--- src/sv/qse_pkg.sv ---
// package for the quicksort engine: widths, item types and the sequencer program
`timescale 1ns / 1ps

package qse_pkg;

   // store capacity and derived widths
   localparam int DEPTH       = 64;
   localparam int IDX_W       = $clog2(DEPTH);
   localparam int CNT_W       = $clog2(DEPTH + 1);
   localparam int VALUE_W     = 32;
   localparam int STACK_DEPTH = 64;
   localparam int SP_W        = $clog2(STACK_DEPTH + 1);
   localparam int STACK_W     = 2 * IDX_W;

   typedef logic [IDX_W-1:0] idx_type;
   typedef logic [IDX_W:0]   wide_idx_type;
   typedef logic [CNT_W-1:0] count_type;
   typedef logic [SP_W-1:0]  sp_type;

   // input item
   typedef struct packed {
      logic signed [VALUE_W-1:0] value;
      logic                      last;
   } req_item_type;

   // result item
   typedef struct packed {
      logic signed [VALUE_W-1:0] sorted_value;
      logic                      end_of_set;
      logic                      overflow;
   } rsp_item_type;

   // one entry of the range stack
   typedef struct packed {
      idx_type lo;
      idx_type hi;
   } range_type;

   // sequencer steps
   typedef enum logic [3:0] {
      ST_IDLE,
      ST_INIT,
      ST_POP,
      ST_POP_WAIT,
      ST_PIVOT,
      ST_PIVOT_WAIT,
      ST_SCAN,
      ST_COMPARE,
      ST_SWAP_A,
      ST_SWAP_B,
      ST_FINAL_A,
      ST_FINAL_B,
      ST_FINAL_C,
      ST_PUSH_SECOND,
      ST_EMIT_READ,
      ST_EMIT_SEND
   } step_type;

   // jump conditions
   typedef enum logic [3:0] {
      COND_NONE,
      COND_NO_LAST,
      COND_SMALL,
      COND_STACK_EMPTY,
      COND_EMPTY_RANGE,
      COND_SCAN_DONE,
      COND_NOT_LE,
      COND_MORE_OUT
   } cond_type;

   // element store read address source
   typedef enum logic [1:0] {
      RD_HI,
      RD_K,
      RD_PLACE,
      RD_OUT
   } raddr_type;

   // element store write source
   typedef enum logic [2:0] {
      WR_NONE,
      WR_LOAD,
      WR_K_FROM_READ,
      WR_PLACE_FROM_TMP,
      WR_HI_FROM_READ,
      WR_PLACE_FROM_PIVOT
   } wsel_type;

   // range stack push source
   typedef enum logic [1:0] {
      PUSH_NONE,
      PUSH_ROOT,
      PUSH_FIRST,
      PUSH_SECOND
   } push_type;

   // scan index update
   typedef enum logic [1:0] {
      K_HOLD,
      K_INC,
      K_INC_ON_JUMP
   } kstep_type;

   // one control word
   typedef struct packed {
      cond_type  cond;
      step_type  jump_to;
      step_type  follow;
      raddr_type raddr;
      wsel_type  wsel;
      push_type  push;
      logic      pop;
      logic      load_range;
      logic      load_pivot;
      logic      load_tmp;
      logic      inc_place;
      kstep_type kstep;
      logic      emit;
      logic      clear_out;
   } ctrl_word_type;

   // control store: cond, jump, follow, raddr, wsel, push,
   // pop, load_range, load_pivot, load_tmp, inc_place, kstep, emit, clear_out
   function automatic ctrl_word_type program_word(step_type step);
      ctrl_word_type w;
      unique case (step)
         ST_IDLE:        w = '{COND_NO_LAST, ST_IDLE, ST_INIT, RD_OUT, WR_LOAD, PUSH_NONE,
                               1'b0, 1'b0, 1'b0, 1'b0, 1'b0, K_HOLD, 1'b0, 1'b0};
         ST_INIT:        w = '{COND_SMALL, ST_EMIT_READ, ST_POP, RD_OUT, WR_NONE, PUSH_ROOT,
                               1'b0, 1'b0, 1'b0, 1'b0, 1'b0, K_HOLD, 1'b0, 1'b1};
         ST_POP:         w = '{COND_STACK_EMPTY, ST_EMIT_READ, ST_POP_WAIT, RD_OUT, WR_NONE,
                               PUSH_NONE, 1'b1, 1'b0, 1'b0, 1'b0, 1'b0, K_HOLD, 1'b0, 1'b0};
         ST_POP_WAIT:    w = '{COND_EMPTY_RANGE, ST_POP, ST_PIVOT, RD_OUT, WR_NONE, PUSH_NONE,
                               1'b0, 1'b1, 1'b0, 1'b0, 1'b0, K_HOLD, 1'b0, 1'b0};
         ST_PIVOT:       w = '{COND_NONE, ST_PIVOT_WAIT, ST_PIVOT_WAIT, RD_HI, WR_NONE,
                               PUSH_NONE, 1'b0, 1'b0, 1'b0, 1'b0, 1'b0, K_HOLD, 1'b0, 1'b0};
         ST_PIVOT_WAIT:  w = '{COND_NONE, ST_SCAN, ST_SCAN, RD_OUT, WR_NONE, PUSH_NONE,
                               1'b0, 1'b0, 1'b1, 1'b0, 1'b0, K_HOLD, 1'b0, 1'b0};
         ST_SCAN:        w = '{COND_SCAN_DONE, ST_FINAL_A, ST_COMPARE, RD_K, WR_NONE,
                               PUSH_NONE, 1'b0, 1'b0, 1'b0, 1'b0, 1'b0, K_HOLD, 1'b0, 1'b0};
         ST_COMPARE:     w = '{COND_NOT_LE, ST_SCAN, ST_SWAP_A, RD_PLACE, WR_NONE, PUSH_NONE,
                               1'b0, 1'b0, 1'b0, 1'b1, 1'b0, K_INC_ON_JUMP, 1'b0, 1'b0};
         ST_SWAP_A:      w = '{COND_NONE, ST_SWAP_B, ST_SWAP_B, RD_OUT, WR_K_FROM_READ,
                               PUSH_NONE, 1'b0, 1'b0, 1'b0, 1'b0, 1'b0, K_HOLD, 1'b0, 1'b0};
         ST_SWAP_B:      w = '{COND_NONE, ST_SCAN, ST_SCAN, RD_OUT, WR_PLACE_FROM_TMP,
                               PUSH_NONE, 1'b0, 1'b0, 1'b0, 1'b0, 1'b1, K_INC, 1'b0, 1'b0};
         ST_FINAL_A:     w = '{COND_NONE, ST_FINAL_B, ST_FINAL_B, RD_PLACE, WR_NONE,
                               PUSH_NONE, 1'b0, 1'b0, 1'b0, 1'b0, 1'b0, K_HOLD, 1'b0, 1'b0};
         ST_FINAL_B:     w = '{COND_NONE, ST_FINAL_C, ST_FINAL_C, RD_OUT, WR_HI_FROM_READ,
                               PUSH_NONE, 1'b0, 1'b0, 1'b0, 1'b0, 1'b0, K_HOLD, 1'b0, 1'b0};
         ST_FINAL_C:     w = '{COND_NONE, ST_PUSH_SECOND, ST_PUSH_SECOND, RD_OUT,
                               WR_PLACE_FROM_PIVOT, PUSH_FIRST,
                               1'b0, 1'b0, 1'b0, 1'b0, 1'b0, K_HOLD, 1'b0, 1'b0};
         ST_PUSH_SECOND: w = '{COND_NONE, ST_POP, ST_POP, RD_OUT, WR_NONE, PUSH_SECOND,
                               1'b0, 1'b0, 1'b0, 1'b0, 1'b0, K_HOLD, 1'b0, 1'b0};
         ST_EMIT_READ:   w = '{COND_NONE, ST_EMIT_SEND, ST_EMIT_SEND, RD_OUT, WR_NONE,
                               PUSH_NONE, 1'b0, 1'b0, 1'b0, 1'b0, 1'b0, K_HOLD, 1'b0, 1'b0};
         ST_EMIT_SEND:   w = '{COND_MORE_OUT, ST_EMIT_READ, ST_IDLE, RD_OUT, WR_NONE,
                               PUSH_NONE, 1'b0, 1'b0, 1'b0, 1'b0, 1'b0, K_HOLD, 1'b1, 1'b0};
      endcase
      return w;
   endfunction

endpackage

--- src/sv/qse_ram.sv ---
// generic single-write, single-read ram with registered read data
`timescale 1ns / 1ps

module qse_ram #(
   parameter int WIDTH = 32,
   parameter int DEPTH = 64
) (
   input  logic                     clock,
   input  logic                     wr_en,
   input  logic [$clog2(DEPTH)-1:0] wr_addr,
   input  logic [WIDTH-1:0]         wr_data,
   input  logic [$clog2(DEPTH)-1:0] rd_addr,
   output logic [WIDTH-1:0]         rd_data
);

   logic [WIDTH-1:0] mem_ff [DEPTH];
   logic [WIDTH-1:0] rd_data_ff;

   // write port
   always_ff @(posedge clock) begin
      if (wr_en) begin
         mem_ff[wr_addr] <= wr_data;
      end
   end

   // registered read port
   always_ff @(posedge clock) begin
      rd_data_ff <= mem_ff[rd_addr];
   end

   assign rd_data = rd_data_ff;

endmodule

--- src/sv/quicksort_engine_core.sv ---
// quicksort engine top level: microcoded sequencer over an element store and a range stack
// loading: one item per cycle while busy is low; the last item starts the sort
// sorting: each partition loads the pivot from the top of its range and then scans the range;
//    each element that goes left of the pivot takes an extra swap (one store port)
// emission: each result is strobed for one cycle; the receiver cannot stall
// reset: synchronous, clears sequencer, count, drop flag and stack pointer; no clearing pass
`timescale 1ns / 1ps

module quicksort_engine_core (
   input  logic                  clock,
   input  logic                  reset,
   input  logic                  start,
   output logic                  busy,
   input  qse_pkg::req_item_type req_item,
   output logic                  rsp_strobe,
   output qse_pkg::rsp_item_type rsp_item
);

   // sequencer
   qse_pkg::step_type      pc_ff, pc_in;
   qse_pkg::ctrl_word_type cw;
   logic                   cond_true;

   // control state
   qse_pkg::count_type count_ff, count_in;
   logic               dropped_ff, dropped_in;
   qse_pkg::sp_type    sp_ff, sp_in;

   // datapath registers
   qse_pkg::idx_type           lo_ff, lo_in;
   qse_pkg::idx_type           hi_ff, hi_in;
   qse_pkg::idx_type           place_ff, place_in;
   qse_pkg::idx_type           k_ff, k_in;
   qse_pkg::idx_type           out_ff, out_in;
   logic signed [qse_pkg::VALUE_W-1:0] pivot_ff, pivot_in;
   logic signed [qse_pkg::VALUE_W-1:0] tmp_ff, tmp_in;
   qse_pkg::range_type         second_ff, second_in;
   logic                       second_ok_ff, second_ok_in;

   // ram ports
   logic                          st_wr_en;
   qse_pkg::idx_type              st_wr_addr, st_rd_addr;
   logic [qse_pkg::VALUE_W-1:0]   st_wr_data, st_rd;
   logic                          sk_wr_en;
   qse_pkg::idx_type              sk_wr_addr, sk_rd_addr;
   logic [qse_pkg::STACK_W-1:0]   sk_rd_raw;
   qse_pkg::range_type            sk_rd, push_entry;
   logic                          push_ok;

   // status
   logic                 accept;
   logic                 store_full;
   logic                 last_out;
   qse_pkg::wide_idx_type q_w, lo_w, hi_w;
   logic                 left_ok, right_ok, left_big;
   qse_pkg::range_type   left_range, right_range, first_range;

   assign busy     = (pc_ff != qse_pkg::ST_IDLE);
   assign accept   = start && !busy;
   assign store_full = (count_ff >= qse_pkg::CNT_W'(qse_pkg::DEPTH));
   assign last_out = ({1'b0, out_ff} == (count_ff - qse_pkg::CNT_W'(1)));
   assign sk_rd    = sk_rd_raw;

   // partition outcome and sub-ranges
   assign q_w  = {1'b0, place_ff};
   assign lo_w = {1'b0, lo_ff};
   assign hi_w = {1'b0, hi_ff};
   assign left_ok  = (q_w >= lo_w + qse_pkg::wide_idx_type'(2));
   assign right_ok = (q_w + qse_pkg::wide_idx_type'(1) < hi_w);
   assign left_big = ((place_ff - lo_ff) > (hi_ff - place_ff));
   assign left_range  = '{lo: lo_ff, hi: place_ff - qse_pkg::idx_type'(1)};
   assign right_range = '{lo: place_ff + qse_pkg::idx_type'(1), hi: hi_ff};
   assign first_range = (left_ok && right_ok) ? (left_big ? left_range : right_range)
                      : (left_ok ? left_range : right_range);

   // jump condition
   always_comb begin
      unique case (cw.cond)
         qse_pkg::COND_NONE:        cond_true = 1'b0;
         qse_pkg::COND_NO_LAST:     cond_true = !(start && req_item.last);
         qse_pkg::COND_SMALL:       cond_true = (count_ff < qse_pkg::CNT_W'(2));
         qse_pkg::COND_STACK_EMPTY: cond_true = (sp_ff == '0);
         qse_pkg::COND_EMPTY_RANGE: cond_true = (sk_rd.lo >= sk_rd.hi);
         qse_pkg::COND_SCAN_DONE:   cond_true = (k_ff == hi_ff);
         qse_pkg::COND_NOT_LE:      cond_true = ($signed(st_rd) > pivot_ff);
         qse_pkg::COND_MORE_OUT:    cond_true = !last_out;
         default:                   cond_true = 1'b0;
      endcase
   end

   // step register
   always_ff @(posedge clock) begin
      if (reset) begin
         pc_ff <= qse_pkg::ST_IDLE;
      end else begin
         pc_ff <= pc_in;
      end
   end

   // next step from the control store
   always_comb begin
      cw    = qse_pkg::program_word(pc_ff);
      pc_in = cond_true ? cw.jump_to : cw.follow;
   end

   // element store write select
   always_comb begin
      st_wr_en   = 1'b0;
      st_wr_addr = k_ff;
      st_wr_data = st_rd;
      unique case (cw.wsel)
         qse_pkg::WR_NONE: begin
            st_wr_en = 1'b0;
         end
         qse_pkg::WR_LOAD: begin
            st_wr_en   = accept && !store_full;
            st_wr_addr = count_ff[qse_pkg::IDX_W-1:0];
            st_wr_data = req_item.value;
         end
         qse_pkg::WR_K_FROM_READ: begin
            st_wr_en   = 1'b1;
            st_wr_addr = k_ff;
            st_wr_data = st_rd;
         end
         qse_pkg::WR_PLACE_FROM_TMP: begin
            st_wr_en   = 1'b1;
            st_wr_addr = place_ff;
            st_wr_data = tmp_ff;
         end
         qse_pkg::WR_HI_FROM_READ: begin
            st_wr_en   = 1'b1;
            st_wr_addr = hi_ff;
            st_wr_data = st_rd;
         end
         qse_pkg::WR_PLACE_FROM_PIVOT: begin
            st_wr_en   = 1'b1;
            st_wr_addr = place_ff;
            st_wr_data = pivot_ff;
         end
         default: begin
            st_wr_en = 1'b0;
         end
      endcase
   end

   // element store read select
   always_comb begin
      unique case (cw.raddr)
         qse_pkg::RD_HI:    st_rd_addr = hi_ff;
         qse_pkg::RD_K:     st_rd_addr = k_ff;
         qse_pkg::RD_PLACE: st_rd_addr = place_ff;
         qse_pkg::RD_OUT:   st_rd_addr = out_ff;
      endcase
   end

   // range stack push select
   always_comb begin
      unique case (cw.push)
         qse_pkg::PUSH_NONE: begin
            push_ok    = 1'b0;
            push_entry = first_range;
         end
         qse_pkg::PUSH_ROOT: begin
            push_ok    = (count_ff >= qse_pkg::CNT_W'(2));
            push_entry = '{lo: '0,
                           hi: qse_pkg::IDX_W'(count_ff - qse_pkg::CNT_W'(1))};
         end
         qse_pkg::PUSH_FIRST: begin
            push_ok    = left_ok || right_ok;
            push_entry = first_range;
         end
         qse_pkg::PUSH_SECOND: begin
            push_ok    = second_ok_ff;
            push_entry = second_ff;
         end
      endcase
   end

   assign sk_wr_en   = push_ok && (sp_ff < qse_pkg::SP_W'(qse_pkg::STACK_DEPTH));
   assign sk_wr_addr = sp_ff[qse_pkg::IDX_W-1:0];
   assign sk_rd_addr = qse_pkg::IDX_W'(sp_ff - qse_pkg::SP_W'(1));

   // control state update
   always_comb begin
      count_in   = count_ff;
      dropped_in = dropped_ff;
      sp_in      = sp_ff;
      if (cw.wsel == qse_pkg::WR_LOAD && accept) begin
         if (store_full) begin
            dropped_in = 1'b1;
         end else begin
            count_in = count_ff + qse_pkg::CNT_W'(1);
         end
      end
      if (sk_wr_en) begin
         sp_in = sp_ff + qse_pkg::SP_W'(1);
      end else if (cw.pop && sp_ff != '0) begin
         sp_in = sp_ff - qse_pkg::SP_W'(1);
      end
      if (cw.emit && last_out) begin
         count_in   = '0;
         dropped_in = 1'b0;
      end
   end

   // datapath update
   always_comb begin
      lo_in        = lo_ff;
      hi_in        = hi_ff;
      place_in     = place_ff;
      k_in         = k_ff;
      out_in       = out_ff;
      pivot_in     = pivot_ff;
      tmp_in       = tmp_ff;
      second_in    = second_ff;
      second_ok_in = second_ok_ff;
      if (cw.load_range) begin
         lo_in    = sk_rd.lo;
         hi_in    = sk_rd.hi;
         place_in = sk_rd.lo;
         k_in     = sk_rd.lo;
      end
      if (cw.load_pivot) begin
         pivot_in = st_rd;
      end
      if (cw.load_tmp) begin
         tmp_in = st_rd;
      end
      if (cw.inc_place) begin
         place_in = place_ff + qse_pkg::idx_type'(1);
      end
      unique case (cw.kstep)
         qse_pkg::K_HOLD:        k_in = cw.load_range ? sk_rd.lo : k_ff;
         qse_pkg::K_INC:         k_in = k_ff + qse_pkg::idx_type'(1);
         qse_pkg::K_INC_ON_JUMP: k_in = cond_true ? k_ff + qse_pkg::idx_type'(1) : k_ff;
         default:                k_in = k_ff;
      endcase
      if (cw.push == qse_pkg::PUSH_FIRST) begin
         second_ok_in = left_ok && right_ok;
         second_in    = left_big ? right_range : left_range;
      end
      if (cw.clear_out) begin
         out_in = '0;
      end else if (cw.emit && !last_out) begin
         out_in = out_ff + qse_pkg::idx_type'(1);
      end
   end

   // control registers
   always_ff @(posedge clock) begin
      if (reset) begin
         count_ff   <= '0;
         dropped_ff <= 1'b0;
         sp_ff      <= '0;
      end else begin
         count_ff   <= count_in;
         dropped_ff <= dropped_in;
         sp_ff      <= sp_in;
      end
   end

   // payload registers
   always_ff @(posedge clock) begin
      lo_ff        <= lo_in;
      hi_ff        <= hi_in;
      place_ff     <= place_in;
      k_ff         <= k_in;
      out_ff       <= out_in;
      pivot_ff     <= pivot_in;
      tmp_ff       <= tmp_in;
      second_ff    <= second_in;
      second_ok_ff <= second_ok_in;
   end

   // element store
   qse_ram #(
      .WIDTH(qse_pkg::VALUE_W),
      .DEPTH(qse_pkg::DEPTH)
   ) u_store (
      .clock  (clock),
      .wr_en  (st_wr_en),
      .wr_addr(st_wr_addr),
      .wr_data(st_wr_data),
      .rd_addr(st_rd_addr),
      .rd_data(st_rd)
   );

   // range stack
   qse_ram #(
      .WIDTH(qse_pkg::STACK_W),
      .DEPTH(qse_pkg::STACK_DEPTH)
   ) u_stack (
      .clock  (clock),
      .wr_en  (sk_wr_en),
      .wr_addr(sk_wr_addr),
      .wr_data(push_entry),
      .rd_addr(sk_rd_addr),
      .rd_data(sk_rd_raw)
   );

   // result item
   assign rsp_strobe            = cw.emit;
   assign rsp_item.sorted_value = st_rd;
   assign rsp_item.end_of_set   = last_out;
   assign rsp_item.overflow     = dropped_ff;

   // scan indices stay ordered inside the range
   a_scan_order: assert property (@(posedge clock) disable iff (reset)
      (pc_ff == qse_pkg::ST_SCAN) |-> (place_ff <= k_ff && k_ff <= hi_ff))
      else $error("scan indices out of order");

   // stack pointer never passes capacity
   a_sp_bound: assert property (@(posedge clock) disable iff (reset)
      sp_ff <= qse_pkg::SP_W'(qse_pkg::STACK_DEPTH))
      else $error("range stack pointer out of bounds");

   // final result returns the block to idle with an empty set
   a_end_idle: assert property (@(posedge clock) disable iff (reset)
      (rsp_strobe && rsp_item.end_of_set) |=> (!busy && count_ff == '0 && !dropped_ff))
      else $error("block not idle after final result");

   // a last item starts the sort
   a_last_starts: assert property (@(posedge clock) disable iff (reset)
      (start && !busy && req_item.last) |=> busy)
      else $error("last item did not start the sort");

   // results only come from stored elements
   a_emit_in_set: assert property (@(posedge clock) disable iff (reset)
      rsp_strobe |-> (count_ff != '0 && {1'b0, out_ff} < count_ff))
      else $error("result index beyond stored set");

endmodule

--- config.mk ---
export PLATFORM = sky130hd
export DESIGN_NAME = quicksort_engine_core
export DESIGN_NICKNAME = d
export VERILOG_FILES = /design/src/sv/qse_pkg.sv /design/src/sv/qse_ram.sv /design/src/sv/quicksort_engine_core.sv
export SDC_FILE = /design/constraint.sdc
export NUM_CORES = 2
export LEC_CHECK = 0
export BUFFER_PORTS_ARGS = -buffer_cell sky130_fd_sc_hd__buf_2
export CORE_ASPECT_RATIO = 0.6
export CORE_MARGIN = 4
export CORE_UTILIZATION = 45
export DETAILED_ROUTE_END_ITERATION = 12
export PLACE_DENSITY = 0.74
export SETUP_SLACK_MARGIN = 0.3
export SYNTH_ARGS = -nofsm -noshare
export SYNTH_HDL_FRONTEND = slang
export SYNTH_SLANG_ARGS = --single-unit
--- constraint.sdc ---
create_clock -name clock -period 8.96 [get_ports clock]
set_clock_uncertainty 0.2 [all_clocks]
set_input_delay 0.896 -clock clock [delete_from_list [all_inputs] [get_ports clock]]
set_output_delay 0.896 -clock clock [all_outputs]
set_load 0.005 [all_outputs]
**Word level (Yosys, flattened, before mapping)**

Memory sizes are Yosys's and may differ from the RTL's. A register that Yosys moved wholly into a read port is not among the register bits.
Cells that the tools add are included.

- Add/subtract/negate cells: 12
- Magnitude comparators: 9
- Eq/ne operators: 24
- Multiplexer cells: 23
- Bitwise gates (word level): 1
- Reduce and logical (&&, ||, !) cells: 30

Operators with widths:

| operator | count |
|---|---|
| $pmux W32 S3 | 1 |
| $mux W12 | 4 |
| $pmux W12 S3 | 1 |
| $pmux W6 S3 | 2 |
| $gt A32 B32 Y1 | 1 |
| $pmux W6 S4 | 1 |
| $add A6 B1 Y6 const B | 3 |
| $mux W6 | 3 |
| $eq A4 B3 Y1 const B | 4 |
| $add A7 B1 Y7 const B | 2 |
| $mux W7 | 2 |
| $sub A7 B1 Y7 const B | 2 |
| $sub A6 B6 Y6 | 2 |
| $eq A2 B2 Y1 const B | 5 |
| $logic_and A1 B1 Y1 | 9 |
| $eq A4 B2 Y1 const B | 2 |
| $mux W4 | 2 |
| $add A6 B1 Y7 const B | 1 |
| $add A6 B2 Y7 const B | 1 |
| $eq A6 B7 Y1 | 1 |
| $ge A6 B7 Y1 | 1 |
| $ge A7 B2 Y1 const B | 1 |
| $ge A7 B7 Y1 const B | 1 |
| $logic_not A7 Y1 | 1 |
| other kinds (29) | 46 |

- Bits in registers: 126
- Bits in writable memories: 2816
- Memory bits (read-only): 432
- Bits of input ports: 36
- Memories: 3

Memories:

| name | words | bits a word | read ports | clocked after Yosys merged registers in | write ports | line | source |
|---|---|---|---|---|---|---|---|
| u_store.mem_ff | 64 | 32 | 1 | 1 | 1 | qse_ram.sv:16 | `logic [WIDTH-1:0] mem_ff [DEPTH];` |
| u_stack.mem_ff | 64 | 12 | 1 | 1 | 1 | qse_ram.sv:16 |  |
| (no name shown) | 16 | 27 | 1 | 1 | 0 | qse_pkg.sv:126 | `unique case (step)` |

**Depth between registers and ports, before layout**

- Depth in word-level cells: 7
- Depth in mapped cells: 19
- Depth with buffers taken out: 15

**Modules after synthesis**

From an unflattened synthesis, not the netlist that was laid out.

- Cell total of the unflattened synthesis: 5695
- Area total of the unflattened synthesis: 118158.3 µm²

Modules (own cells, without submodules):

| module | instances | cells an instance | area each (µm²) |
|---|---|---|---|
| qse_ram (u_store) | 1 | 3324 | 78515.3 |
| qse_ram (u_stack) | 1 | 1339 | 29851.1 |
| quicksort_engine_core | 1 | 1032 | 9791.9 |

**Worst setup path after synthesis**

OpenSTA, ideal clock, no wires.

- Path kind: register to register
- From: register place_ff[0]
- To: memory u_stack.mem_ff[0][0] in the netlist's numbering (data pin)
- Data arrival time: 7.288 ns
- Slack: 0.464 ns
- Cell stages (with the launch flop): 16
- Path buffers: 2
- Cells stage by stage: edfxtp_1 > clkbuf_1 > inv_1 > ha_1 > inv_1 > fa_1 > ha_1 > nor2b_1 > o21a_1 > o21a_1 > o21a_1 > o21a_1 > o22ai_1 > a21oi_1 > clkbuf_1 > o311ai_0

RTL lines:

| what | line | source |
|---|---|---|
| from (decl) | quicksort_engine_core.sv:32 | `qse_pkg::idx_type place_ff, place_in;` |
| from (signal assigned) | quicksort_engine_core.sv:266 | `place_ff <= place_in;` |
| to (decl) | qse_ram.sv:16 |  |

**Final worst setup path**

- From: register place_ff[1]
- To: register u_store.rd_data_ff[24] (netlist: u_store.rd_data[24]) (read register of u_store.mem_ff)

- Longest elaborated chain between the ends: 1

RTL lines:

| what | line | source |
|---|---|---|
| $pmux W6 S4 | quicksort_engine_core.sv:148 | `unique case (cw.raddr)` |
| to (decl) | qse_ram.sv:17 | `logic [WIDTH-1:0] rd_data_ff;` |

Every way passes these cells.
A chain may end at the register's enable or synchronous reset.

==> metrics <==
status=finished with violations; violated checks=capacitance limit; DR vias/cell=around 6.3; largest net degree at the start of global routing=127; synthesized area=about 120,000 um^2; Peak Freq=around 170 MHz; P&R area growth vs syn=12.1%; Critical Path Max Stage Delay=roughly 1300 ps; Starting Density=a little under half; Final Hold Viols=0; dpl cells=between 9k and 10k; asr flop ratio synth=0%; Fin Setup TNS=0 ps; Max IR drop VDD=roughly 350 uV; cts hold-fix bufs=0; CTS Buf Count=269; Die Area=between 200,000 and 300,000 um^2; Vias=approximately 60k; HPWL Detailed=around 180 mm; Placer Congestion=between 0.9 and 1; CTS Buffer Depth=4; postcts setup bufs=0; fill cell count=approximately 20k; Critical-path top delay cell=a211oi_1; CTS tree=done; clk slew on worst S/H paths=~70 ps; CP Class=flop to flop; fin crit share=between 60% and 70%; clock sink total=3,011; ys flop type=edfxtp_1; CP cell instances=mux4_4, buf_4, mux4_2, nor2b_1, a211oi_1, a21oi_1, a211oi_1, a21oi_1; fin cells=approximately 9.5k; total core area=261,000 um^2; worst hold start=dropped_ff; Setup violations, final=0; share of layout cells above drive strength 1=25.8%; Post-Route WL=slightly above 300 mm; row count=between 100 and 150; top cells by count, synth=edfxtp_1 (2,917), mux4_2 (782), a21oi_1 (229), a211oi_1 (208), clkbuf_1 (202); #FFs+latches synth=between 3k and 4k; drt drc=0; Slew HR=under 10%; max-cap violations=1; 1st-iter DRT viols=around 9.5k; Leak=around 0.040 uW; Crit path required time=between 9000 and 10,000 ps; first-pass GRT wire length=434 mm; gr ovfl total=0; Seq/Total Area, Yosys=around 75%; Crit path arrival time=around 6200 ps; slew of the pin with the lowest slew margin=approximately 1500 ps; Post-DRT Antenna Nets=0; CP endpoint kind=flop; Hold WS=299 ps; Final Net Count=~6.0k; post-route minimum period=between 5000 and 6000 ps; initial antenna violation count=13; final slew viol count=0; vias in the first global route=between 50k and 60k; drt wl/cell=approximately 32 um; power per cell area=344 nW/um^2; Mapped Avg Cell Area=between 20 and 25 um^2; clk_lat worst skew=approximately 850 ps; hold path cells=2; Synth top area share=about three quarters; Worst Setup SP=place_ff[1]; Post-Syn Instances=roughly 5.7k; RSZ-0062 raised after global routing=false; worst-path fanout max=34; H-tree depth=5; Die Ht=406 um; Worst setup SP type=flop; register area=roughly 90,000 um^2; boundary pin count=72; ranking of synthesized cells by area=edfxtp_1 (74%), mux4_2 (15%), dfxtp_1 (1.6%); total track usage=between 20% and 30%; Synth area leader=edfxtp_1; Die X=between 600 and 700 um; Net Count, Synth=between 5k and 6k; CTS Root Cell=clkbuf_16; Unique masters post-synth=67; area occupied by multi-input gates=between 20,000 and 30,000 um^2; YS warnings=0; Design Power=roughly 46,000 uW; FF-to-FF path depth=8; drt first pass iters=7; FF-to-FF Start=place_ff[1]; most common cell in the netlist=edfxtp_1; Resized cells post-CTS=0; hold crit path type=flop to flop; PortBufs=just over 70; Post-synth EDFFs=2,917
==> cell families after synthesis <==
logic type / count (synthesis) / synth area share [%]
adders and majority gates: 88 / 0.940
AOI/OAI and AO/OA: 611 / 3.30
muxes: 939 / 16.2
buffers and inverters: 415 / 1.48
xor gates and xnor gates: 57 / 0.432
DFF: 3011 / 75.4
and+or+nand+nor: 544 / 2.27
==> cells in the final DEF (no fill, tap or decap), types with 67 or more instances in the layout <==
cell	n
edfxtp_1	2917
mux4_2	776
clkbuf_16	277
a211oi_1	204
a21oi_1	197
buf_4	172
mux2i_1	142
nor2_1	137
nor2b_1	133
dfxtp_1	88
ha_1	85
inv_1	84
o22ai_1	77
buf_2	71
nand2_1	67
==> area by class of cell <==
cell class / instances / share of cell area (%)
sequential: 3011 / 67.3
multi-input combinational: 2239 / 21.4
clock buffer: 347 / 5.47
tap: 3454 / 3.25
timing repair buffer: 256 / 1.43
clock inverter: 125 / 0.900
inverter: 86 / 0.243
antenna: 4 / 0.00752
==> state kept, by name, summed over array words and instances (netlist names), 12 cells and up <==
| signal | count |
|---|---|
| u_store.rd_data | 32 |
| u_stack.rd_data | 12 |
| u_stack.mem_ff | 768 |
| pivot_ff | 32 |
| u_store.mem_ff | 2048 |
| tmp_ff | 32 |
| second_ff | 12 |
| cw | 25 |
==> stage by stage <==
| stage | setup slack [ps] | util (%) | cell area (um^2) |
|---|---|---|---|
| after global placement | 3210 | 47.7 | 125000 |
| after global routing | 2950 | 50.9 | 133000 |
| final | 3170 | 50.9 | 133000 |
| after floorplan | 464 | - | 119000 |
| after detailed placement | 3310 | 47.7 | 125000 |
| after CTS | 3360 | 50.9 | 133000 |
==> path summary, 6_finish.rpt <==
kind	endpoint	slack, ps
worst max-delay path	u_store.rd_data[24]	3170
worst min-delay path	dropped_ff	300
worst max register to register	u_store.rd_data[24]	3170
worst min register to register	dropped_ff	300
==> worst max-delay path: cells and delay by family (launching register included) <==
family	cells	cell delay [ps]
flops	1	580
simple gates	1	140
buf+inv	1	670
compound gates	4	2360
mux	2	1560
==> per-layer routing <==
metal	share of wire (%)	track usage [%]
met3	15	7.71
met1	40	34.0
met4	3.6	7.30
met2	41	29.5
met5	0.0042	0
==> where the power goes <==
part	internal (uW)	switching [uW]	leakage, uW	total, uW
registers	18800	533	0.0269	19300
logic	4550	10400	0.00917	15000
clock network	6340	5050	0.00414	11400
No activity file was read; power rests on OpenSTA's default activity.
